**src/sv/pgfu_pkg.sv**
```systemverilog
// Shared constants for the polar Gaussian unit: fixed-point formats of the
// logarithm, division and square-root chains. No dependencies.
`timescale 1ns / 1ps
`default_nettype none
package pgfu_pkg;
  localparam int DEF_UNIFORM_BITS  = 32;
  localparam int DEF_OUT_FRAC_BITS = 27;
  localparam int OUT_W     = 32;
  localparam int T_FRAC    = 62;
  localparam int LOG_FRAC  = 56;
  localparam int W_FRAC    = 52;
  localparam int DIV_SHIFT = W_FRAC + T_FRAC - LOG_FRAC;
  localparam int DIV_STEPS = 128;
  localparam int SQ_PAIRS  = (64 + W_FRAC) / 2;
  localparam logic [63:0] LN2_Q64 = 64'hB172_17F7_D1CF_79AC;
endpackage
`default_nettype wire

```
**src/sv/pgfu_div_cell.sv**
```systemverilog
// One cell of the restoring divider: one quotient bit per cell.
// Depends on pgfu_pkg for the dividend alignment.
`timescale 1ns / 1ps
`default_nettype none
module pgfu_div_cell import pgfu_pkg::*; #(
  parameter int NUM_IDX = 0,
  parameter int SIDE_W  = 1
) (
  input  wire logic              clk_i,
  input  wire logic              rst_ni,
  input  wire logic              v_i,
  input  wire logic [63:0]       a_i,
  input  wire logic [63:0]       d_i,
  input  wire logic [63:0]       rem_i,
  input  wire logic [63:0]       q_i,
  input  wire logic [SIDE_W-1:0] side_i,
  output logic                   v_o,
  output logic [63:0]            a_o,
  output logic [63:0]            d_o,
  output logic [63:0]            rem_o,
  output logic [63:0]            q_o,
  output logic [SIDE_W-1:0]      side_o
);
  logic              v_q;
  logic [63:0]       a_q, d_q, rem_q, q_q;
  logic [SIDE_W-1:0] side_q;
  logic              nbit, ge;
  logic [64:0]       r2, diff;

  if (NUM_IDX >= DIV_SHIFT && NUM_IDX - DIV_SHIFT < 64) begin : g_bit
    assign nbit = a_i[NUM_IDX-DIV_SHIFT];
  end else begin : g_zero
    assign nbit = 1'b0;
  end

  assign r2   = {rem_i, nbit};
  assign diff = r2 - {1'b0, d_i};
  assign ge   = (r2 >= {1'b0, d_i});

  always_ff @(posedge clk_i or negedge rst_ni) begin
    if (!rst_ni) begin
      v_q <= 1'b0;
    end else begin
      v_q <= v_i;
    end
  end

  always_ff @(posedge clk_i) begin
    a_q    <= a_i;
    d_q    <= d_i;
    rem_q  <= ge ? diff[63:0] : r2[63:0];
    q_q    <= {q_i[62:0], ge};
    side_q <= side_i;
  end

  assign v_o    = v_q;
  assign a_o    = a_q;
  assign d_o    = d_q;
  assign rem_o  = rem_q;
  assign q_o    = q_q;
  assign side_o = side_q;
endmodule
`default_nettype wire

```
**config.mk**
```make
export PLATFORM = sky130hd
export DESIGN_NAME = pgfu_div_cell
export DESIGN_NICKNAME = d
export VERILOG_FILES = /design/src/sv/pgfu_pkg.sv /design/src/sv/pgfu_div_cell.sv
export SDC_FILE = /design/constraint.sdc
export NUM_CORES = 1
export LEC_CHECK = 0
export BUFFER_PORTS_ARGS = -buffer_cell sky130_fd_sc_hd__buf_2
export CORE_AREA = 4 4 200 202
export DETAILED_ROUTE_END_ITERATION = 16
export DIE_AREA = 0 0 204 206
export GPL_TIMING_DRIVEN = 0
export PLACE_DENSITY = 0.58
export REMOVE_ABC_BUFFERS = 1
export SYNTH_ARGS = -nofsm -noshare
export SYNTH_HDL_FRONTEND = slang
export SYNTH_SLANG_ARGS = --single-unit
```
**constraint.sdc**
```tcl
create_clock -name clk_i -period 0.8 [get_ports clk_i]
set_input_delay 0.08 -clock clk_i [delete_from_list [all_inputs] [get_ports clk_i]]
set_output_delay 0.08 -clock clk_i [all_outputs]
set_load 0.05 [all_outputs]
```
## Word-level counts from Yosys, hierarchy flattened

Index checks and enable logic that the tools add are counted.

| operators by class | value |
|---|---|
| add/subtract/negate cells | 1 |
| magnitude comparators | 1 |
| muxes and demuxes | 1 |

Operators by type and width:

| kind | number |
|---|---|
| $ge 65x64->1 | 1 |
| $mux 64 | 1 |
| $sub 64x64->64 | 1 |

| storage, ports and cells | value |
|---|---|
| flip-flop bits (word level) | 258 |
| input port bits | 260 |
| output and inout bits | 258 |
| word-level logic and storage cells | 10 |

## Logic depth before layout (Yosys ltp)

Gate-level depths: netlist of the first run.

| logic depth | value |
|---|---|
| word-level depth | 2 |
| mapped depth | 15 |
| depth with buffers taken out | 12 |

## Worst setup path before layout of the first run

Ideal clock, no wire load.

| timing | value |
|---|---|
| path kind | input-to-reg |
| start point | input d_i[26] |
| end point | register rem_q[16] (netlist: rem_o[16]) |
| library setup time | 121 ps |
| data arrival time | 2772 ps |
| data required time | 679 ps |
| setup slack | -2093 ps |
| cell stages on the path | 15 |
| buffers on the path | 3 |
| cells stage by stage | inv_1 > ha_1 > buf_6 > a21o_1 > a21o_1 > a21oi_2 > nor3_1 > or4_4 > o211ai_2 > a21oi_2 > a31oi_4 > o211ai_2 > buf_6 > buf_12 > mux2_4 |

| on the way | value |
|---|---|
| cells in the longest elaborated chain, start to end | 2 |

Ends and longest elaborated chain:

| item | line | text |
|---|---|---|
| start, declared | pgfu_div_cell.sv:13 | `input wire logic [63:0] d_i,` |
| $ge 65x64->1 | pgfu_div_cell.sv:38 | `assign ge = (r2 >= {1'b0, d_i});` |
| $mux 64 | pgfu_div_cell.sv:51 | `rem_q <= ge ? diff[63:0] : r2[63:0];` |
| end signal, assigned | pgfu_div_cell.sv:51 |  |
| end, declared | pgfu_div_cell.sv:25 | `logic [63:0] a_q, d_q, rem_q, q_q;` |

No other way between the ends.
A chain may end at the register's enable or synchronous reset.

## Worst setup path in the final report of the first run

| timing | value |
|---|---|
| start point | input d_i[4] |
| end point | register rem_q[6] (netlist: rem_o[6]) |

| on the way | value |
|---|---|
| cells in the longest elaborated chain, start to end | 2 |
| elaborated cells between the ends (all ways) | 3 |
| those cells by class | add/sub: 1; order compare: 1; mux: 1 |

Ends and longest elaborated chain:

| item | line |
|---|---|
| $sub 64x64->64 / $ge 65x64->1 (equally long branches) | pgfu_div_cell.sv:37, pgfu_div_cell.sv:38 |
| $mux 64 (*) | pgfu_div_cell.sv:51 |

Mark *: on every way between the ends. The rest lies on a longest branch, timed or not.

==> results of run 1 <==
## power breakdown
part           switching [mW]  internal (mW)  total [mW]
Clock                    5.81           7.47        13.3
Sequential              0.882           14.4        15.2
Combinational            8.55           7.42        16.0
## critical path: cells and delay by family
kind,cells,cell delay [ns]
AO/OA/AOI/OAI,9,1.90
buffers and inverters,6,0.71
multiplexers,1,0.33
adder cells (fa/ha/maj),1,0.29
## synthesized netlist by cell type, types with 14 or more instances
library cell and instances:
a21o_1 31, a21oi_1 70, clkbuf_1 20, dfxtp_1 257, ha_1 64, inv_1 89, mux2_2 14, mux2_4 46
nand2_1 50, nand3_1 14, nand4_1 21, nor2_1 33, o21ai_0 36, o21bai_1 15, xnor2_1 39, xor2_1 18
## kinds of logic after synthesis
group                    Yosys count
flip-flops                       258
AO/OA/AOI/OAI                    224
AND/OR/NAND/NOR                  174
buffers and inverters            123
adder cells (fa/ha/maj)           65
multiplexers                      63
XOR/XNOR                          57
## final cells by class
class | instances | area (um2) | share of cell area
Timing Repair Buffer | 809 | 8258 | 0.3973
Sequential cell | 258 | 5494 | 0.2643
Multi-Input combinational cell | 583 | 5056 | 0.2433
Clock buffer | 38 | 808.3 | 0.03889
Tap cell | 518 | 648.1 | 0.03118
Inverter | 90 | 350.3 | 0.01686
Clock inverter | 13 | 133.9 | 0.006441
Antenna cell | 14 | 35.03 | 0.001686
## what timing repair did
| item | in CTS | in global routing |
|---|---|---|
| pin swaps | 19 | 10 |
| cloned | 2 | 0 |
| resized for setup | 1073 | 92 |
| setup endpoints to repair | 323 | 323 |
| setup buffers | 27 | 4 |
| endpoints found under the hold margin | 259 | 2 |
## registers in the layout (all words and copies together) (netlist names)
| signal | cells |
|---|---|
| d_o | 64 |
| rem_o | 64 |
| side_o | 1 |
| a_o | 64 |
| v_o | 1 |
| q_o | 64 |
## metal layers
| layer | vias up | part of all wire |
|---|---|---|
| met2 | 496 | 0.51 |
| met4 | 6 | 0.067 |
| met3 | 116 | 0.069 |
| li1 | 4987 | - |
| met1 | 5007 | 0.35 |
| met5 | - | 0.00092 |
## how the worst max path moves through the flow
| stage | to | start | cells past startpoint | slack (ns) |
|---|---|---|---|---|
| finish | rem_o[6] | d_i[4] | 17 | -2.08 |
| CTS | rem_o[11] | d_i[4] | 17 | -2.00 |
| floorplan | rem_o[10] | d_i[35] | 10 | -4.22 |
| detailed placement | rem_o[6] | d_i[3] | 16 | -3.67 |
| global placement | rem_o[6] | d_i[3] | 13 | -6.49 |
| global route | rem_o[31] | d_i[23] | 16 | -2.14 |
==> qor.yml, run 1 <==
grtUsageMet1: 0.2237
area_growth_pct: 102.0
cts_sinks: 258
antenna_found_initial: 16
end_kind: "flip-flop"
wl_mm: 49.16
cap_violations: 0
vias_per_cell: 4.568
yosys.area_share.adder: 0.07976
yosys-top-cells-area: "dfxtp_1, ha_1, mux2_4"
fill_cells: 3021
core_area_um2: 38290
period_share: 3.594
worst_slack_ns: -2.075
postRouteAntennaNets: 0
slew_violations: 0
grt_use_met3: 0.05115
drive_above_1_share: 0.5533
crit_fanout: 7
cts.root.buffer_cell: "clkbuf_16"
vias: 10610
worst_hold_slack_ns: -0.3616
clkTransAtPathRegs_ns: 0.06
status: "complete, but fails checks"
grt_pass1_vias: 11220
dp_slack_ns: -3.666
synth_cell_types: 69
peakVddDrop_mv: 1.855
crit_type: "primary input to flip-flop"
placed_area_um2: 13390
critPathLaunchType: "primary input"
wire_per_inst_um: 21.16
die_h_um: 206
synth_enable_flop_cells: 0
initial_core_util: 0.2688
hold_viol_final: 2
drc_errors: 0
yosys_warnings: 0
setup_violations: 323
p_total_mw: 44.50
dp_hpwl_mm: 32.49
io_pins: 518
synth_area_leader_cell: "dfxtp_1"
grt_busiest_layer: "met2"
numPortBuffers: 516
crit_required_ns: 1.25
max_stage_delay_ns: 0.46
die-area_um2: 42020
clock.fmax_mhz: 347.8
ys_ff_latch: 258
slowest_stage: "a2111oi_4"
cts.path.max_buffers: 3
cts_tree: "built"
overflow: 0
synth.avg_cell_area_um2: 10.68
ys.flop_type: "dfxtp_1"
grt_max_degree: 16
min_to: "d_o[1]"
place_congestion: 0.8726
rows: 72
grt_util_met2: 0.3935
critPathArrivalTime_ns: 3.33
slew_headroom: 0.5353
drt-initial-drc-count: 598
hp-class: "primary input to flip-flop"
synth_cells: 964
finish.utilization: 0.5428
worstPathCellList: "buf_8, inv_6, ha_4, a21o_1, a31oi_4, a211oi_4, o211ai_1, buf_4, a2111oi_4, o211ai_2, a21oi_2, a31oi_4, o211ai_4, buf_12, buf_16, buf_12, mux2_4"
cts_buffers: 28
worst_slew_pin_slew_ns: 0.6907
violations: "hold timing, setup timing"
p_leak_nw: 9.514
synthMuxAreaShare: 0.08547
synth_xor_area_frac: 0.04851
final_cell_mix: "dfxtp_2, dlygate4sd3_1, buf_2"
min-delay-start: "d_i[1]"
grt_pass1_wl_mm: 68.81
synth_top_area_frac: 0.4999
power_density_nw_per_um2: 2141
synth_compound_area_frac: 0.1436
period_minus_slack_ns: 2.875
synth_top_family_by_area: "compound AO/OA/AOI/OAI gates"
hold_depth: 1
synth_simple_gate_area_frac: 0.08535
place_inst: 1969
tns_ns: -216.39
synth_area_um2: 10290
synth_seq_area_share: 0.5024
grt_usage: 0.2140
rsz0062_at_grt: "true"
cts_htree_levels: 1
holdBufCountCts: 256
fp.dieW_um: 204
fin_area_um2: 20780
layout.nets: 2095
async_flop_share: 0.003876
drt_pass1_iterations: 5
layout.cells.non_filler: 2323
No activity file was read; power rests on OpenSTA's default activity.
==> inputs of run 2 (changes only) <==
--- a/config.mk
+++ b/config.mk
@@ -6,12 +6,14 @@
 export NUM_CORES = 1
 export LEC_CHECK = 0
 export BUFFER_PORTS_ARGS = -buffer_cell sky130_fd_sc_hd__buf_2
-export CORE_AREA = 4 4 200 202
+export CORE_AREA = 4 4 201 203
+export CTS_BUF_LIST = sky130_fd_sc_hd__clkbuf_8
 export DETAILED_ROUTE_END_ITERATION = 16
-export DIE_AREA = 0 0 204 206
+export DIE_AREA = 0 0 205 207
 export GPL_TIMING_DRIVEN = 0
-export PLACE_DENSITY = 0.58
+export PLACE_DENSITY = 0.57
 export REMOVE_ABC_BUFFERS = 1
+export SLEW_MARGIN = 30
 export SYNTH_ARGS = -nofsm -noshare
 export SYNTH_HDL_FRONTEND = slang
 export SYNTH_SLANG_ARGS = --single-unit
==> qor.yml, run 2 (synthesis gave the netlist of run 1 again) <==
status: "complete, but fails checks"
violations: "hold timing, setup timing"
numPortBuffers: 516  # unchanged
core_area_um2: 38470  # +0.47%
slew_violations: 0  # unchanged
rsz0062_at_grt: "true"
cts.root.buffer_cell: "clkbuf_8"
die_h_um: 207  # +0.49%
cap_violations: 0  # unchanged
cp.buffers_inverters: 8  # +2
overflow: 0  # unchanged
drc_errors: 0  # unchanged
grt_pass1_wl_mm: 72.11  # +4.8%
drt_pass1_iterations: 5  # unchanged
cts_buffers: 46  # +64%
wire_per_inst_um: 20.96  # -0.97%
cts.path.max_buffers: 3  # unchanged
power_density_nw_per_um2: 2213  # +3.4%
io_pins: 518  # unchanged
fp.dieW_um: 205  # +0.49%
cpLargestDelayFamily: "compound AO/OA/AOI/OAI gates"
path_depth: 19  # +2
rows: 72  # unchanged
clock.fmax_mhz: 351.5  # +1.1%
peakVddDrop_mv: 1.368  # -26%
crit_fanout: 5  # -2
postRouteAntennaNets: 0  # unchanged
crit_required_ns: 1.28  # +0.03 ns
area_growth_pct: 105.5
final_cell_mix: "dfxtp_2, dlygate4sd3_1, buf_2"
end_kind: "flip-flop"
slowest_stage: "a2111oi_4"
layout.nets: 2130  # +1.7%
dp_hpwl_mm: 32.54  # +0.16%
crit_type: "primary input to flip-flop"
vias: 10760  # +1.3%
cts_sinks: 258  # unchanged
hp-class: "primary input to flip-flop"
place_congestion: 0.8858  # +1.5%
critPathArrivalTime_ns: 3.33  # about the same
grt_usage: 0.2199  # +0.005894
cts_htree_levels: 2  # +1
worstPathCellList: "buf_2, inv_1, ha_4, a21oi_1, o211ai_1, a41o_1, o211ai_1, buf_4, a2111oi_4, buf_4, o211ai_4, a21oi_4, a31oi_4, o211ai_4, buf_8, buf_12, buf_12, buf_12, mux2_4"
grt_pass1_vias: 11690  # +4.2%
setup_violations: 323  # unchanged
vias_per_cell: 4.551  # -0.37%
crit_top_cell: "buf_12"
grt_max_degree: 14  # -2
slew_headroom: 0.6121  # +0.07686
hold_depth: 1  # unchanged
antenna_found_initial: 6  # -10
hold_viol_final: 4  # +2
worst_hold_slack_ns: -0.3875  # -0.02585 ns
period_minus_slack_ns: 2.845  # -0.03030 ns
drt-initial-drc-count: 576  # -3.7%
drive_above_1_share: 0.5722  # +0.01888
critPathLaunchType: "primary input"
worst_slack_ns: -2.045  # +0.03030 ns
final_common_cell: "dfxtp_2"
max_stage_delay_ns: 0.33  # -0.13 ns
wl_mm: 49.52  # +0.74%
initial_core_util: 0.2675  # -0.001259
worst_slew_pin_slew_ns: 0.5757  # -0.1150 ns
clkTransAtPathRegs_ns: 0.07  # about the same
p_leak_nw: 9.715  # +2.1%
cts_tree: "built"
die-area_um2: 42440  # +0.98%
tns_ns: -219.74  # -3.348 ns
period_share: 3.556  # -0.03788
==> run 2: per-stage QoR <==
step / instance area (um2) / utilization / instances / total power [mW] / worst slack, ns
floorplan: 10060 / - / 931 / 22.87 / -4.217
global placement: 13290 / 0.3456 / 1965 / 26.07 / -6.409
detailed placement: 13390 / 0.3482 / 1971 / 26.07 / -3.494
CTS: 20740 / 0.5391 / 2350 / 46.44 / -1.964
global route: 21150 / 0.5498 / 2362 / 48.54 / -2.076
finish: 21150 / 0.5498 / 2363 / 46.80 / -2.045
==> run 2: final timing paths <==
kind,to,startpoint
setup / recovery,rem_o[8],d_i[10]
hold / removal,d_o[1],d_i[1]
max in group asynchronous,v_o,rst_ni
min in group asynchronous,v_o,rst_ni
==> run 2: final cells by class <==
| cell class | instances | area [um2] |
|---|---|---|
| multi-input cells | 583 | 5132 |
| diodes | 3 | 7.507 |
| repair buffers | 826 | 8373 |
| clock inverters | 28 | 366.6 |
| well taps | 518 | 648.1 |
| flip-flops and latches | 258 | 5490 |
| clock buffers | 57 | 784.5 |
| fillers | 3058 | 17320 |
| inverters | 90 | 347.8 |
==> run 2: metal layers <==
metal / vias up / routed length (um) / global-route usage
li1: 5058 / - / -
met1: 5133 / 18040 / 0.2353
met2: 449 / 25570 / 0.3995
met3: 111 / 3434 / 0.05693
met4: 4 / 2446 / 0.1051
met5: - / 31 / 0
==> run 2: repair_timing <==
action                                  in CTS  in global routing
pin swaps                                   28                 18
endpoints found under the setup margin     323                323
resized for setup                         1081                 93
hold buffers                               252                  3
cloned                                       4                  0
setup buffers                               38                 11
hold endpoints to repair                   258                  7
==> run 2: report_power, final <==
group | internal (mW) | switching (mW)
clock network | 9.15 | 6.35
logic | 7.49 | 8.59
registers | 14.4 | 0.855
total | 31.0 | 15.8
==> inputs of run 3 (changes only) <==
--- a/config.mk
+++ b/config.mk
@@ -6,12 +6,13 @@
 export NUM_CORES = 1
 export LEC_CHECK = 0
 export BUFFER_PORTS_ARGS = -buffer_cell sky130_fd_sc_hd__buf_2
-export CORE_AREA = 4 4 201 203
+export CELL_PAD_IN_SITES_DETAIL_PLACEMENT = 1
+export CELL_PAD_IN_SITES_GLOBAL_PLACEMENT = 1
+export CORE_AREA = 4 4 199 201
 export CTS_BUF_LIST = sky130_fd_sc_hd__clkbuf_8
 export DETAILED_ROUTE_END_ITERATION = 16
-export DIE_AREA = 0 0 205 207
-export GPL_TIMING_DRIVEN = 0
-export PLACE_DENSITY = 0.57
+export DIE_AREA = 0 0 203 205
+export PLACE_DENSITY = 0.74
 export REMOVE_ABC_BUFFERS = 1
 export SLEW_MARGIN = 30
 export SYNTH_ARGS = -nofsm -noshare
==> qor.yml, run 3 (synthesis gave the netlist of run 1 again) <==
worst_slew_pin_slew_ns: 0.6120  # +0.03631 ns
rows: 71  # -1.4%
vias: 12900  # +20%
period_share: 3.463  # -0.09369
grt_max_degree: 15  # +1
crit_fanout: 2  # -3
place_congestion: 0.8788  # -0.79%
worst_slack_ns: -1.970  # +0.07495 ns
drt-initial-drc-count: 644  # +12%
vias_per_cell: 4.920  # +8.1%
end_kind: "flip-flop"
max_stage_delay_ns: 0.33  # about the same
setup_violations: 323  # unchanged
critPathArrivalTime_ns: 3.25  # -0.08 ns
cpLargestDelayFamily: "compound AO/OA/AOI/OAI gates"
overflow: 0  # unchanged
p_total_mw: 47.69  # +1.9%
drt_pass1_iterations: 5  # unchanged
peakVddDrop_mv: 1.734  # +27%
cap_violations: 0  # unchanged
io_pins: 518  # unchanged
wl_mm: 71.07  # +44%
slew_violations: 0  # unchanged
finish.utilization: 0.6064  # +0.05654
crit_type: "primary input to flip-flop"
wire_per_inst_um: 27.10  # +29%
dp_hpwl_mm: 39.32  # +21%
rsz0062_at_grt: "true"
worst_hold_slack_ns: -0.3885  # -0.0009950 ns
cts_buffers: 47  # +2.2%
initial_core_util: 0.2739  # +0.006334
grt_pass1_wl_mm: 100.1  # +39%
placed_area_um2: 15590  # +16%
slew_headroom: 0.5883  # -0.02381
critPathLaunchType: "primary input"
cts.root.buffer_cell: "clkbuf_8"
place_inst: 2246  # +14%
status: "complete, but fails checks"
postRouteAntennaNets: 0  # unchanged
p_leak_nw: 10.91  # +12%
cts_tree: "built"
grt_pass1_vias: 14800  # +27%
area_growth_pct: 121.4
die_h_um: 205  # -0.97%
numPortBuffers: 516  # unchanged
layout.cells.non_filler: 2622  # +11%
drc_errors: 0  # unchanged
antenna_found_initial: 11  # +5
grt_usage: 0.3220  # +0.1021
fin_area_um2: 22790  # +7.7%
clock.fmax_mhz: 361.0  # +2.7%
crit_top_cell: "buf_4"
core_area_um2: 37580  # -2.3%
layout.nets: 2388  # +12%
fp.dieW_um: 203  # -0.98%
violations: "hold timing, setup timing"
final_cell_mix: "buf_4, dlygate4sd3_1, buf_2"
slowest_stage: "ha_1"
drive_above_1_share: 0.6165  # +0.04428
power_density_nw_per_um2: 2093  # -5.4%
die-area_um2: 41620  # -1.9%
hold_viol_final: 2  # -2
cts_sinks: 258  # unchanged
hp-class: "primary input to flip-flop"
cts.path.max_buffers: 3  # unchanged
final_common_cell: "buf_4"
worstPathCellList: "buf_2, inv_1, ha_1, a21oi_1, buf_4, o211ai_1, a221oi_1, buf_4, nor4_1, a22oi_1, buf_4, a41oi_1, buf_4, buf_4, o21ai_1, nand2b_1, xor2_1, mux2_4"
clkTransAtPathRegs_ns: 0.07  # about the same
cp.buffers_inverters: 7  # -1
cts_htree_levels: 2  # unchanged
period_minus_slack_ns: 2.770  # -0.07495 ns
crit_required_ns: 1.28  # about the same
-- run 3: worst paths after layout --
path | depth (start not counted) | slack (ns) | startpoint | end
setup / recovery | 18 | -1.97 | d_i[17] | rem_o[58]
hold / removal | 1 | -0.39 | d_i[1] | d_o[1]
max in group asynchronous | 3 | 0.32 | rst_ni | v_o
min in group asynchronous | 3 | 0.34 | rst_ni | v_o
-- run 3: metrics by stage --
stage                     worst slack, ns  setup TNS (ns)
after global routing               -2.072         -240.98
after detailed placement           -2.764         -176.52
after global placement             -2.630         -168.40
after CTS                          -1.754         -215.79
after floorplan                    -4.217         -269.10
final                              -1.970         -223.75
-- run 3: layout make-up --
type	count	area [um2]
inverters	90	351.6
diodes	12	30.03
flip-flops and latches	258	5522
well taps	511	639.4
repair buffers	1083	10270
clock buffers	53	729.5
multi-input cells	583	5025
fillers	3981	14790
clock inverters	32	217.7
-- run 3: repair_timing --
item,CTS,global route
resized for setup,1090,53
hold buffers,256,1
hold endpoints to repair,257,3
buffers inserted,19,3
gates cloned,4,0
setup endpoints to repair,323,323
pin swaps,22,10
-- run 3: metal layers --
layer  vias up  part of all wire  GRT usage
li1       5569                 -          -
met1      6260              0.33     0.3064
met2       746              0.51     0.5886
met3       326             0.067    0.07994
met4         0             0.089     0.2578
met5         -                 0          0
-- run 3: power breakdown --
group,leakage (nW),switching [mW],internal (mW)
Combinational,8.19,9.86,8.65
Clock,0.534,6.87,6.82
Sequential,2.19,1.10,14.4
